==> src/rtl/dsrbh_pkg.sv <==
`default_nettype none
// ----------------------------------------------------------------------------
// dsrbh_pkg
// Shared types, constants and helpers of the dual-sum rotating block hash.
// ----------------------------------------------------------------------------
package dsrbh_pkg;

    localparam int unsigned HASH_W       = 32;
    localparam int unsigned LEN_W        = 16;
    localparam int unsigned BYTE_W       = 8;
    localparam int unsigned PARTIAL_W    = 24;

    // Blocks with at least this many bytes left close a group of four words
    localparam logic [LEN_W-1:0] GROUP_MIN_BYTES = 16'd16;
    // Fewer than a word left: trailing bytes go in one at a time
    localparam logic [LEN_W-1:0] WORD_BYTES      = 16'd4;
    localparam logic [1:0]       LAST_LANE       = 2'd3;

    typedef struct packed {
        logic [BYTE_W-1:0] data_byte;
        logic              first;
        logic [LEN_W-1:0]  block_len;
        logic [1:0]        addr_low;
    } item_t;

    typedef struct packed {
        logic [HASH_W-1:0] hash_a;
        logic [HASH_W-1:0] sum_b;
    } sums_t;

    function automatic logic [HASH_W-1:0] rotr1(input logic [HASH_W-1:0] x);
        rotr1 = {x[0], x[HASH_W-1:1]};
    endfunction

endpackage
`default_nettype wire

==> src/rtl/dsrbh_core.sv <==
`default_nettype none
// ----------------------------------------------------------------------------
// dsrbh_core
// Hash state and the combinational step that folds one byte into it.
// ----------------------------------------------------------------------------
module dsrbh_core (
    input  wire logic           clk,
    input  wire logic           rst_n,
    input  wire dsrbh_pkg::item_t item,
    input  wire logic           advance,
    output logic                result_flag,
    output dsrbh_pkg::sums_t    sums
);
    import dsrbh_pkg::*;

    logic [HASH_W-1:0]    hash_a_reg, hash_a_next;
    logic [HASH_W-1:0]    sum_b_reg, sum_b_next;
    logic [LEN_W-1:0]     bytes_left_reg, bytes_left_next;
    logic [1:0]           align_left_reg, align_left_next;
    logic [PARTIAL_W-1:0] partial_word_reg, partial_word_next;
    logic [1:0]           byte_in_word_reg, byte_in_word_next;
    logic [1:0]           word_in_group_reg, word_in_group_next;
    logic                 grouped_mode_reg, grouped_mode_next;

    // State after a possible restart by the first byte
    logic [HASH_W-1:0]    a_l, b_l;
    logic [LEN_W-1:0]     left_l;
    logic [1:0]           align_l;
    logic [PARTIAL_W-1:0] pw_l;
    logic [1:0]           biw_l, wig_l;
    logic                 gm_l;
    logic                 empty_block;

    logic [HASH_W-1:0]    word;
    logic [HASH_W-1:0]    byte_ext;
    logic [HASH_W-1:0]    a_rot, b_sum;
    logic                 gm_eff;
    logic [1:0]           wig_inc;

    always_comb
    begin
        a_l         = hash_a_reg;
        b_l         = sum_b_reg;
        left_l      = bytes_left_reg;
        align_l     = align_left_reg;
        pw_l        = partial_word_reg;
        biw_l       = byte_in_word_reg;
        wig_l       = word_in_group_reg;
        gm_l        = grouped_mode_reg;
        empty_block = 1'b0;
        if (item.first)
        begin
            a_l    = '0;
            b_l    = '0;
            left_l = item.block_len;
            // bytes to reach the next word boundary
            align_l = 2'd0 - item.addr_low;
            pw_l   = '0;
            biw_l  = '0;
            wig_l  = '0;
            gm_l   = 1'b0;
            if (item.block_len == '0)
            begin
                align_l     = '0;
                empty_block = 1'b1;
            end
        end
    end

    always_comb
    begin
        byte_ext = {{(HASH_W-BYTE_W){1'b0}}, item.data_byte};
        word     = {item.data_byte, pw_l};
        gm_eff   = (biw_l == '0 && wig_l == '0) ? (left_l >= GROUP_MIN_BYTES) : gm_l;
        wig_inc  = wig_l + 2'd1;

        hash_a_next        = a_l;
        sum_b_next         = b_l;
        bytes_left_next    = left_l;
        align_left_next    = align_l;
        partial_word_next  = pw_l;
        byte_in_word_next  = biw_l;
        word_in_group_next = wig_l;
        grouped_mode_next  = gm_l;
        a_rot              = '0;
        b_sum              = '0;

        if (left_l != '0)
        begin
            bytes_left_next = left_l - 16'd1;
            if (align_l != '0)
            begin
                hash_a_next     = {a_l[HASH_W-BYTE_W-1:0], item.data_byte};
                align_left_next = align_l - 2'd1;
            end
            else if (biw_l == '0 && left_l < WORD_BYTES)
            begin
                hash_a_next = rotr1(a_l ^ byte_ext);
                sum_b_next  = b_l + byte_ext;
            end
            else
            begin
                grouped_mode_next = gm_eff;
                if (biw_l != LAST_LANE)
                begin
                    case (biw_l)
                        2'd0:    partial_word_next[7:0]   = item.data_byte;
                        2'd1:    partial_word_next[15:8]  = item.data_byte;
                        default: partial_word_next[23:16] = item.data_byte;
                    endcase
                    byte_in_word_next = biw_l + 2'd1;
                end
                else
                begin
                    a_rot             = rotr1(a_l ^ word);
                    b_sum             = b_l + word;
                    sum_b_next        = b_sum;
                    partial_word_next = '0;
                    byte_in_word_next = '0;
                    hash_a_next       = a_rot;
                    if (gm_eff)
                    begin
                        word_in_group_next = wig_inc;
                        // close the group of four
                        if (wig_inc == '0)
                        begin
                            hash_a_next = a_rot ^ b_sum;
                        end
                    end
                    else
                    begin
                        word_in_group_next = '0;
                        hash_a_next        = a_rot ^ b_sum;
                    end
                end
            end
        end
    end

    assign result_flag  = empty_block || (left_l == 16'd1);
    assign sums.hash_a  = hash_a_next;
    assign sums.sum_b   = sum_b_next;

    always_ff @(posedge clk or negedge rst_n)
    begin
        if (!rst_n)
        begin
            hash_a_reg        <= '0;
            sum_b_reg         <= '0;
            bytes_left_reg    <= '0;
            align_left_reg    <= '0;
            partial_word_reg  <= '0;
            byte_in_word_reg  <= '0;
            word_in_group_reg <= '0;
            grouped_mode_reg  <= 1'b0;
        end
        else if (advance)
        begin
            hash_a_reg        <= hash_a_next;
            sum_b_reg         <= sum_b_next;
            bytes_left_reg    <= bytes_left_next;
            align_left_reg    <= align_left_next;
            partial_word_reg  <= partial_word_next;
            byte_in_word_reg  <= byte_in_word_next;
            word_in_group_reg <= word_in_group_next;
            grouped_mode_reg  <= grouped_mode_next;
        end
    end

`ifndef NO_ASSERTIONS
    // A result always ends the block
    a_result_ends_block: assert property (@(posedge clk) disable iff (!rst_n)
        (advance && result_flag) |=> (bytes_left_reg == '0))
        else $error("block still open after its result");

    // Word gathering never starts before alignment is done
    a_align_no_gather: assert property (@(posedge clk) disable iff (!rst_n)
        (align_left_reg != '0) |-> (byte_in_word_reg == '0))
        else $error("bytes gathered while still aligning");

    // Partial word is clear whenever no byte is gathered
    a_partial_clear: assert property (@(posedge clk) disable iff (!rst_n)
        (byte_in_word_reg == '0) |-> (partial_word_reg == '0))
        else $error("stale partial word");
`endif

endmodule
`default_nettype wire

==> src/rtl/dsrbh_out.sv <==
`default_nettype none
// ----------------------------------------------------------------------------
// dsrbh_out
// Result stage holding the final sums and output register holding A + B.
// ----------------------------------------------------------------------------
module dsrbh_out (
    input  wire logic             clk,
    input  wire logic             rst_n,
    input  wire logic             load,
    input  wire dsrbh_pkg::sums_t sums,
    output logic                  res_free,
    output logic                  out_valid,
    input  wire logic             out_stall,
    output logic [dsrbh_pkg::HASH_W-1:0] hash
);
    import dsrbh_pkg::*;

    logic              res_valid_reg, res_valid_next;
    sums_t             res_sums_reg;
    logic              out_valid_reg, out_valid_next;
    logic [HASH_W-1:0] hash_reg;
    logic              res_adv;

    // Move the sums on when the output register is empty or being taken
    assign res_adv        = res_valid_reg && (!out_valid_reg || !out_stall);
    assign res_free       = !res_valid_reg || res_adv;
    assign res_valid_next = load || (res_valid_reg && !res_adv);
    assign out_valid_next = res_adv || (out_valid_reg && out_stall);

    always_ff @(posedge clk or negedge rst_n)
    begin
        if (!rst_n)
        begin
            res_valid_reg <= 1'b0;
            out_valid_reg <= 1'b0;
        end
        else
        begin
            res_valid_reg <= res_valid_next;
            out_valid_reg <= out_valid_next;
        end
    end

    always_ff @(posedge clk)
    begin
        if (load)
        begin
            res_sums_reg <= sums;
        end
        if (res_adv)
        begin
            hash_reg <= res_sums_reg.hash_a + res_sums_reg.sum_b;
        end
    end

    assign out_valid = out_valid_reg;
    assign hash      = hash_reg;

`ifndef NO_ASSERTIONS
    // Never overwrite a result that has not moved on
    a_no_overwrite: assert property (@(posedge clk) disable iff (!rst_n)
        load |-> res_free)
        else $error("result stage overwritten");

    // A blocked result stays put
    a_res_held: assert property (@(posedge clk) disable iff (!rst_n)
        (res_valid_reg && out_valid_reg && out_stall) |=> res_valid_reg)
        else $error("blocked result dropped");
`endif

endmodule
`default_nettype wire

==> src/rtl/dual_sum_rotate_block_hash.sv <==
`default_nettype none
// ----------------------------------------------------------------------------
// dual_sum_rotate_block_hash
// Dual-sum rotating hash over a block of code bytes, one byte per item.
// ----------------------------------------------------------------------------
// Usage:
//   Input channel (in_valid / in_stall) carries one byte per item. The item
//   with first set restarts the hash and supplies block_len and addr_low;
//   later items of the block only need data_byte.
//   Output channel (out_valid / out_stall) carries one hash per block, after
//   the block's last byte (or at once for a zero-length block).
//   Throughput: one item per cycle while in_stall is low, set by the
//   combinational rotate/XOR/add step between the input and state registers.
//   Path: the block's last byte is accepted into the input register; its
//   sums pass through the state step into the result stage, then the
//   output register that forms A + B shows the hash on the output port.
//   Stalls: the result and output registers hold finished hashes while the
//   receiver stalls; bytes that produce no hash keep flowing until a third
//   pending hash would have nowhere to go, then in_stall rises.
//   Reset: clears all hash state and empties every stage; items with first
//   low and no open block are dropped without a result.
// ----------------------------------------------------------------------------
module dual_sum_rotate_block_hash (
    input  wire logic        clk,
    input  wire logic        rst_n,
    input  wire logic        in_valid,
    output logic             in_stall,
    input  wire logic [7:0]  data_byte,
    input  wire logic        first,
    input  wire logic [15:0] block_len,
    input  wire logic [1:0]  addr_low,
    output logic             out_valid,
    input  wire logic        out_stall,
    output logic [31:0]      hash
);
    import dsrbh_pkg::*;

    logic  s1_valid_reg, s1_valid_next;
    item_t s1_item_reg;
    logic  s1_load, s1_adv;
    logic  result_flag, res_free;
    sums_t sums;

    // A byte that yields no hash never waits on the output side
    assign s1_adv        = s1_valid_reg && (!result_flag || res_free);
    assign in_stall      = s1_valid_reg && !s1_adv;
    assign s1_load       = in_valid && !in_stall;
    assign s1_valid_next = s1_load || (s1_valid_reg && !s1_adv);

    always_ff @(posedge clk or negedge rst_n)
    begin
        if (!rst_n)
        begin
            s1_valid_reg <= 1'b0;
        end
        else
        begin
            s1_valid_reg <= s1_valid_next;
        end
    end

    always_ff @(posedge clk)
    begin
        if (s1_load)
        begin
            s1_item_reg.data_byte <= data_byte;
            s1_item_reg.first     <= first;
            s1_item_reg.block_len <= block_len;
            s1_item_reg.addr_low  <= addr_low;
        end
    end

    dsrbh_core u_core (
        .clk         (clk),
        .rst_n       (rst_n),
        .item        (s1_item_reg),
        .advance     (s1_adv),
        .result_flag (result_flag),
        .sums        (sums)
    );

    dsrbh_out u_out (
        .clk       (clk),
        .rst_n     (rst_n),
        .load      (s1_adv && result_flag),
        .sums      (sums),
        .res_free  (res_free),
        .out_valid (out_valid),
        .out_stall (out_stall),
        .hash      (hash)
    );

endmodule
`default_nettype wire
==> config.mk <==
export PLATFORM = sky130hd
export DESIGN_NAME = dual_sum_rotate_block_hash
export DESIGN_NICKNAME = d
export VERILOG_FILES = /design/src/rtl/dsrbh_pkg.sv /design/src/rtl/dsrbh_core.sv /design/src/rtl/dsrbh_out.sv /design/src/rtl/dual_sum_rotate_block_hash.sv
export SDC_FILE = /design/constraint.sdc
export NUM_CORES = 1
export LEC_CHECK = 0
export BUFFER_PORTS_ARGS = -buffer_cell sky130_fd_sc_hd__clkbuf_2
export CAP_MARGIN = 10
export CORE_ASPECT_RATIO = 1.5
export CORE_MARGIN = 2
export CORE_UTILIZATION = 29
export DETAILED_ROUTE_END_ITERATION = 10
export GPL_ROUTABILITY_DRIVEN = 1
export PLACE_DENSITY_LB_ADDON = 0.05
export SLEW_MARGIN = 20
export SYNTH_ARGS = -nofsm -noshare
export SYNTH_HDL_FRONTEND = slang
export SYNTH_SLANG_ARGS = --single-unit
==> constraint.sdc <==
create_clock -name clk -period 6.1 [get_ports clk]
set_input_delay 1.525 -clock clk [delete_from_list [all_inputs] [get_ports clk]]
set_output_delay 1.525 -clock clk [all_outputs]
set_load 0.05 [all_outputs]
* Word level (Yosys, flattened, before mapping)
Index checks and enable logic that the tools add are counted.
** Cells by class
- $add $sub $neg :: 8
- Order comparisons :: 2
- Eq/ne operators :: 3
- Mux-type cells :: 44
- Bitwise operators :: 3
- Reductions and logical operators :: 30
** Operators by type and width (count)
- 2-to-1 mux 32 bit :: 12
- 2-to-1 mux 24 bit :: 5
- adder 32 bit :: 2
- bitwise XOR 32 bit :: 2
- adder 32 x 8 -> 32 bit :: 1
- 2-to-1 mux 16 bit :: 2
- bitwise XOR 32 x 8 -> 32 bit :: 1
- 2-to-1 mux 2 bit :: 15
- 2-to-1 mux 8 bit :: 3
- equality test 16 x 1 -> 1 bit (second input constant) :: 1
- greater-or-equal comparator 16 x 5 -> 1 bit (second input constant) :: 1
- logical NOT 16 bit :: 1
- less-than comparator 16 x 3 -> 1 bit (second input constant) :: 1
- nonzero test 16 bit :: 1
- subtractor 16 x 1 -> 16 bit (second input constant) :: 1
- logical AND 1 bit :: 9
- logical NOT 1 bit :: 7
- logical OR 1 bit :: 7
- 2-to-1 mux 1 bit :: 7
- logical NOT 2 bit :: 3
- adder 2 x 1 -> 2 bit (second input constant) :: 2
- equality test 2 x 1 -> 1 bit (second input constant) :: 1
- inequality test 2 bit (second input constant) :: 1
- nonzero test 2 bit :: 1
- 3 further kinds :: 3
** Word-level totals
- Register bits :: 237
- Bits of input ports :: 31
- Word-level logic and storage cells :: 108

* Logic depth before layout (Yosys ltp)
- Depth after elaboration :: 12
- Gate-level depth with buffers :: 25

* Hierarchy
Synthesis repeated with hierarchy kept, for this count alone.
** Second synthesis, totals
- Cells, all modules :: 2055
- Area total of the unflattened synthesis :: 17849.6 µm²
** Modules (own cells, without submodules)
- dsrbh_core :: times used 1, cells each 1685, area each 12279.3 µm²
- dsrbh_out :: times used 1, cells each 335, area each 4679.5 µm²
- dual_sum_rotate_block_hash :: times used 1, cells each 35, area each 890.9 µm²

* Worst setup path before layout
Ideal clock, no wire load.
- Path type :: input to register
- Start :: in out_stall
- End :: reg u_out.res_sums_reg[0] (netlist bit) (enable)
- Setup time :: 0.487 ns
- Arrival time :: 4.845 ns
- Data required time :: 5.613 ns
- Path slack :: 0.768 ns
- Stages on the path :: 5
- Cell sequence :: nand3_1 > o21ai_1 > clkbuf_1 > buf_1 > nor2_1
** Between the ends
- Cells in the longest elaborated chain, start to end :: 7
** RTL lines
- start: declaration :: line dual_sum_rotate_block_hash.sv:33 : input wire logic out_stall,
- logical NOT 1 bit :: line dsrbh_out.sv:25 : assign res_adv = res_valid_reg && (!out_valid_reg || !out_stall);
- logical OR 1 bit :: line dsrbh_out.sv:25
- logical AND 1 bit :: line dsrbh_out.sv:25
- logical OR 1 bit :: line dsrbh_out.sv:26 : assign res_free = !res_valid_reg || res_adv;
- logical OR 1 bit :: line dual_sum_rotate_block_hash.sv:45 : assign s1_adv = s1_valid_reg && (!result_flag || res_free);
- logical AND 1 bit :: line dual_sum_rotate_block_hash.sv:45
- logical AND 1 bit :: line dual_sum_rotate_block_hash.sv:85 : .load (s1_adv && result_flag),
- via u_out.load :: line dsrbh_out.sv:9 : input wire logic load,
- end signal: assignment :: line dsrbh_out.sv:48 : res_sums_reg <= sums;
- end: declaration :: line dsrbh_out.sv:19 : sums_t res_sums_reg;
The timed path passes the listed nets, and every way through them passes these cells.
A chain may end at the register's enable or synchronous reset.

* Final worst setup path
- Start :: reg s1_item_reg[18] (netlist bit)
- End :: out in_stall
** Between the ends
- Cells in the longest elaborated chain, start to end :: 8
- Elaborated cells on any way between the ends :: 9
** RTL lines
- start: declaration :: line dual_sum_rotate_block_hash.sv:39 : item_t s1_item_reg;
- 2-to-1 mux 16 bit :: line dsrbh_core.sv:51 : if (item.first)
- equality test 16 x 1 -> 1 bit :: line dsrbh_core.sv:140 : assign result_flag = empty_block || (left_l == 16'd1);
- logical OR 1 bit (*) :: line dsrbh_core.sv:140
- logical NOT 1 bit (*) :: line dual_sum_rotate_block_hash.sv:45
- logical OR 1 bit (*) :: line dual_sum_rotate_block_hash.sv:45
- logical AND 1 bit (*) :: line dual_sum_rotate_block_hash.sv:45
- logical NOT 1 bit (*) :: line dual_sum_rotate_block_hash.sv:46 : assign in_stall = s1_valid_reg && !s1_adv;
- logical AND 1 bit (*) :: line dual_sum_rotate_block_hash.sv:46
- end: declaration :: line dual_sum_rotate_block_hash.sv:27 : output logic in_stall,
Every way passes the cells marked *; elsewhere a longest branch is shown, timed or not.

==> results_tabular.tex <==
\begin{tabular}{lr}
\hline
Metric & Value \\
\hline
\multicolumn{2}{l}{\textbf{Clock network}} \\
\quad Count of hold-fix buffers inserted at cts & 0 \\
\quad Count of cells resized by post-cts repair & 0 \\
\quad CTS Root Cell & clkbuf\_16 \\
\quad CTS tree & done \\
\quad Clock input transition at the sequential cells of the worst setup and hold paths & 0.06 ns \\
\quad Latest clock arrival within the worst-skew pair & between 0.6 and 0.7 ns \\
\quad TritonCTS Buffers & 29 \\
\quad Total number of clock tree sinks & 237 \\
\quad H-tree level count & 1 \\
\quad Number of setup buffers added after CTS & 0 \\
\quad Clock buffer depth & 3 \\
\multicolumn{2}{l}{\textbf{Placement}} \\
\quad DP Worst Slack & 1.42 ns \\
\quad Routability congestion estimate from global placement & 0.903 \\
\quad Detail Placement HPWL & about 54 mm \\
\quad Number of port buffers & between 60 and 70 \\
\multicolumn{2}{l}{\textbf{Cells and area}} \\
\quad Flip-flop count of the largest register after layout & 64 \\
\quad Number of filler cells placed in the layout & 6326 \\
\quad Number of diodes & 0 \\
\quad Fraction of final layout cells with drive strength greater than 1 & 0.129 \\
\quad Syn-to-layout area delta & 12.0\% \\
\quad Post-layout nets & $\sim$2.1k \\
\quad Final standard cell utilization of the core & 0.327 \\
\quad Commonest cells after routing, fill and taps aside & nand2\_1, nor2\_1, a21oi\_1, o21ai\_0, edfxtp\_1 \\
\quad Most common cell after layout, fill and taps aside & nand2\_1 \\
\multicolumn{2}{l}{\textbf{Synth}} \\
\quad Part of the Yosys area used for sequential elements & 0.370 \\
\quad Average cell area after synthesis & $\sim$8.6 µm² \\
\quad FF+latch count, synth & about 240 \\
\quad Top FF cell, synth & edfxtp\_1 \\
\quad Number of flops mapped to enable cells by yosys & between 100 and 150 \\
\quad Async S/R FF share, synth & 0.481 \\
\quad Yosys cell types & 105 \\
\quad Post-synthesis instance area & about 18000 µm² \\
\quad Number of instances in the synthesized netlist & between 2k and 2.5k \\
\quad Synth Net Count & approximately 2.1k \\
\quad Count of yosys warnings during synthesis & 0 \\
\multicolumn{2}{l}{\textbf{Die}} \\
\quad Starting utilization of the core area & 0.292 \\
\quad Overall die area & between 60000 and 70000 µm² \\
\quad Floorplan die width & between 200 and 250 µm \\
\quad Core Footprint & a little over 60000 µm² \\
\quad Number of ports placed on the die boundary & between 60 and 70 \\
\quad Die height & a little over 300 µm \\
\quad Rows & between 100 and 150 \\
\multicolumn{2}{l}{\textbf{Worst hold path}} \\
\quad Hold WC Path Type & register to register \\
\multicolumn{2}{l}{\textbf{Outcome}} \\
\quad Outcome & completed \\
\multicolumn{2}{l}{\textbf{Global routing}} \\
\quad Leftover overflow at the end of global routing & 0 \\
\quad Number of antenna violations at the first check in global routing & 1 \\
\quad Largest net degree at the start of global routing & 113 \\
\quad GRT Util Overall & 0.226 \\
\quad Global-route wire length before repair & between 100 and 150 mm \\
\quad Vias in the first global route & 15.8k \\
\multicolumn{2}{l}{\textbf{Routing}} \\
\quad Routed wire length per instance & roughly 25 µm \\
\quad Wire length on met3 & a little under 3 mm \\
\quad Routed metal-1 wirelength & around 30 mm \\
\quad Vias & about 16k \\
\quad DRC violations left & 0 \\
\quad Antenna-violating nets left & 0 \\
\quad Via/cell ratio & around 5.6 \\
\quad First-pass iteration count of the detailed router & 5 \\
\quad Top routing layer in use & met4 \\
\quad Metal2 WL & around 36 mm \\
\quad Total Wirelength & $\sim$72 mm \\
\quad Violation count after the first detailed-route iteration & 1221 \\
\multicolumn{2}{l}{\textbf{STA}} \\
\quad Least-Margin Pin Slew & about 1.1 ns \\
\quad Setup TNS & 0 ns \\
\quad Final setup violation count & 0 \\
\quad Final period demand of the worst path & 5.28 ns \\
\quad Maximum achievable frequency & roughly 0.19 GHz \\
\quad Setup skew after layout & 0.0258 ns \\
\quad Count of final max-slew check failures & 0 \\
\quad Fin crit share & 0.866 \\
\quad Post-route worst setup slack & around 0.8 ns \\
\quad Final hold violations & 0 \\
\quad Unrepaired setup endpoints after global routing & false \\
\quad Tightest slew margin relative to the limit & 0.240 \\
\multicolumn{2}{l}{\textbf{Critical path}} \\
\quad Kind of end point of the critical path & output port \\
\quad Launching element of the worst setup path & s1\_item\_reg[18] \\
\quad Critical path class & register to output port \\
\quad Req. time, crit path & approximately 4.6 ns \\
\quad Startpoint kind of the worst setup timing path & register \\
\quad Crit Reg-Reg Startpoint & s1\_item\_reg[18] \\
\quad Critical register-to-register path endpoint & u\_out.res\_sums\_reg[56] \\
\quad Largest fanout of any net on the critical path & 19 \\
\quad Register-to-register setup slack & between 1 and 1.5 ns \\
\quad R2R depth & 13 \\
\quad Worst Path Arrival & about 3.8 ns \\
\quad CP endpoint & in\_stall \\
\multicolumn{2}{l}{\textbf{Pwr}} \\
\quad Maximum VDD drop & 206 µV \\
\quad Standby leakage power & $\sim$7.6 nW \\
\quad Total Power & $\sim$5.3 mW \\
\quad Cell Pwr Density & $\sim$270 nW/µm² \\
\multicolumn{2}{l}{\textbf{Flow run}} \\
\quad Max-cap viol count & 0 \\
\hline
\end{tabular}
## per-layer routing
layer	global-route usage	vias to the layer above
met2	0.405	466
li1	-	7528
met5	0	-
met3	0.0175	115
met1	0.278	7897
met4	0.0914	0
## cell usage after synthesis (9+ instances only)
master    number  area (µm²)
nor2b_1       36         225
dfrtp_1      114        2850
nand3_1       52         260
xor2_1        58         508
buf_1         19        71.3
clkbuf_1      71         267
and3_1        28         175
xnor2_1       97         850
nand2_1      218         818
nor3_1        48         240
a21oi_1      164         821
a21o_1        32         240
o21ai_1       20         100
o21a_1        11        82.6
o21ai_0      144         721
a22oi_1       28         210
o31ai_1       14         105
nand4_1       16         100
and2_1        13        81.3
a22o_1        30         263
o21bai_1       9        67.6
inv_1         37         139
ha_1          50         626
nor4_1        10        62.6
mux2_2        31         349
a211oi_1      26         195
edfxtp_1     123        3690
o22ai_1       30         188
buf_2         54         270
nor2_1       196         736
mux2i_1       22         220
a31oi_1       30         188
nand2b_1      10        62.6
o221ai_1      10        87.6
o211ai_1      19         143
## worst min path at each step
stage / slack [ns] / from / cells after the start / end
final: 0.47 / u_core.align_left_reg[1] / 2 / u_core.align_left_reg[1]
after global routing: 0.50 / u_core.align_left_reg[1] / 2 / u_core.align_left_reg[1]
after CTS: 0.48 / u_core.align_left_reg[1] / 2 / u_core.align_left_reg[1]
after detailed placement: 0.46 / u_core.align_left_reg[1] / 2 / u_core.align_left_reg[1]
after global placement: 0.45 / u_core.align_left_reg[1] / 2 / u_core.align_left_reg[1]
after floorplan: 0.44 / u_core.align_left_reg[1] / 2 / u_core.align_left_reg[1]
## report_power, final
part	switching [mW]	leakage [nW]	internal, mW
sequential	0.296	2.66	1.82
combinational	0.807	4.42	0.478
clock	0.770	0.496	1.09
total	1.87	7.58	3.39
## through the flow
stage                     instance area (µm²)  hold WS [ns]  instances
after floorplan                         17700         0.435       2049
after global placement                  18800         0.449       2804
after detailed placement                18800         0.462       2804
after CTS                               19800         0.476       2858
after global routing                    19800         0.503       2858
final                                   19800         0.475       2858
## area by class of cell
cell class / count / area (µm²) / area share
Multi-Input combinational cell: 1614 / 10400 / 0.522
Clock inverter: 18 / 203 / 0.0102
Sequential cell: 237 / 6550 / 0.330
Inverter: 39 / 146 / 0.00738
Timing Repair Buffer: 123 / 795 / 0.0401
Tap cell: 791 / 990 / 0.0499
Clock buffer: 36 / 793 / 0.0400
## logic make-up (layout without fill, tap and decap cells)
family / Yosys count / after routing / share of synthesized area
AND/OR/NAND/NOR: 676 / 676 / 0.178
AO/OA/AOI/OAI: 670 / 670 / 0.252
flip-flops: 237 / 237 / 0.370
buffers and inverters: 198 / 216 / 0.0495
XOR/XNOR: 156 / 156 / 0.0776
adder cells (fa/ha/maj): 58 / 58 / 0.0406
multiplexers: 54 / 54 / 0.0328
## worst max-delay path, cell delays in order (launching register included)
cell,delay [ns]
edfxtp_1,0.79
nor2_1,0.15
o221ai_1,0.54
nor2_1,0.24
a31oi_1,0.71
nor2_1,0.20
and2_1,0.26
clkbuf_2,0.25
Power figures use the tool's default switching activity.
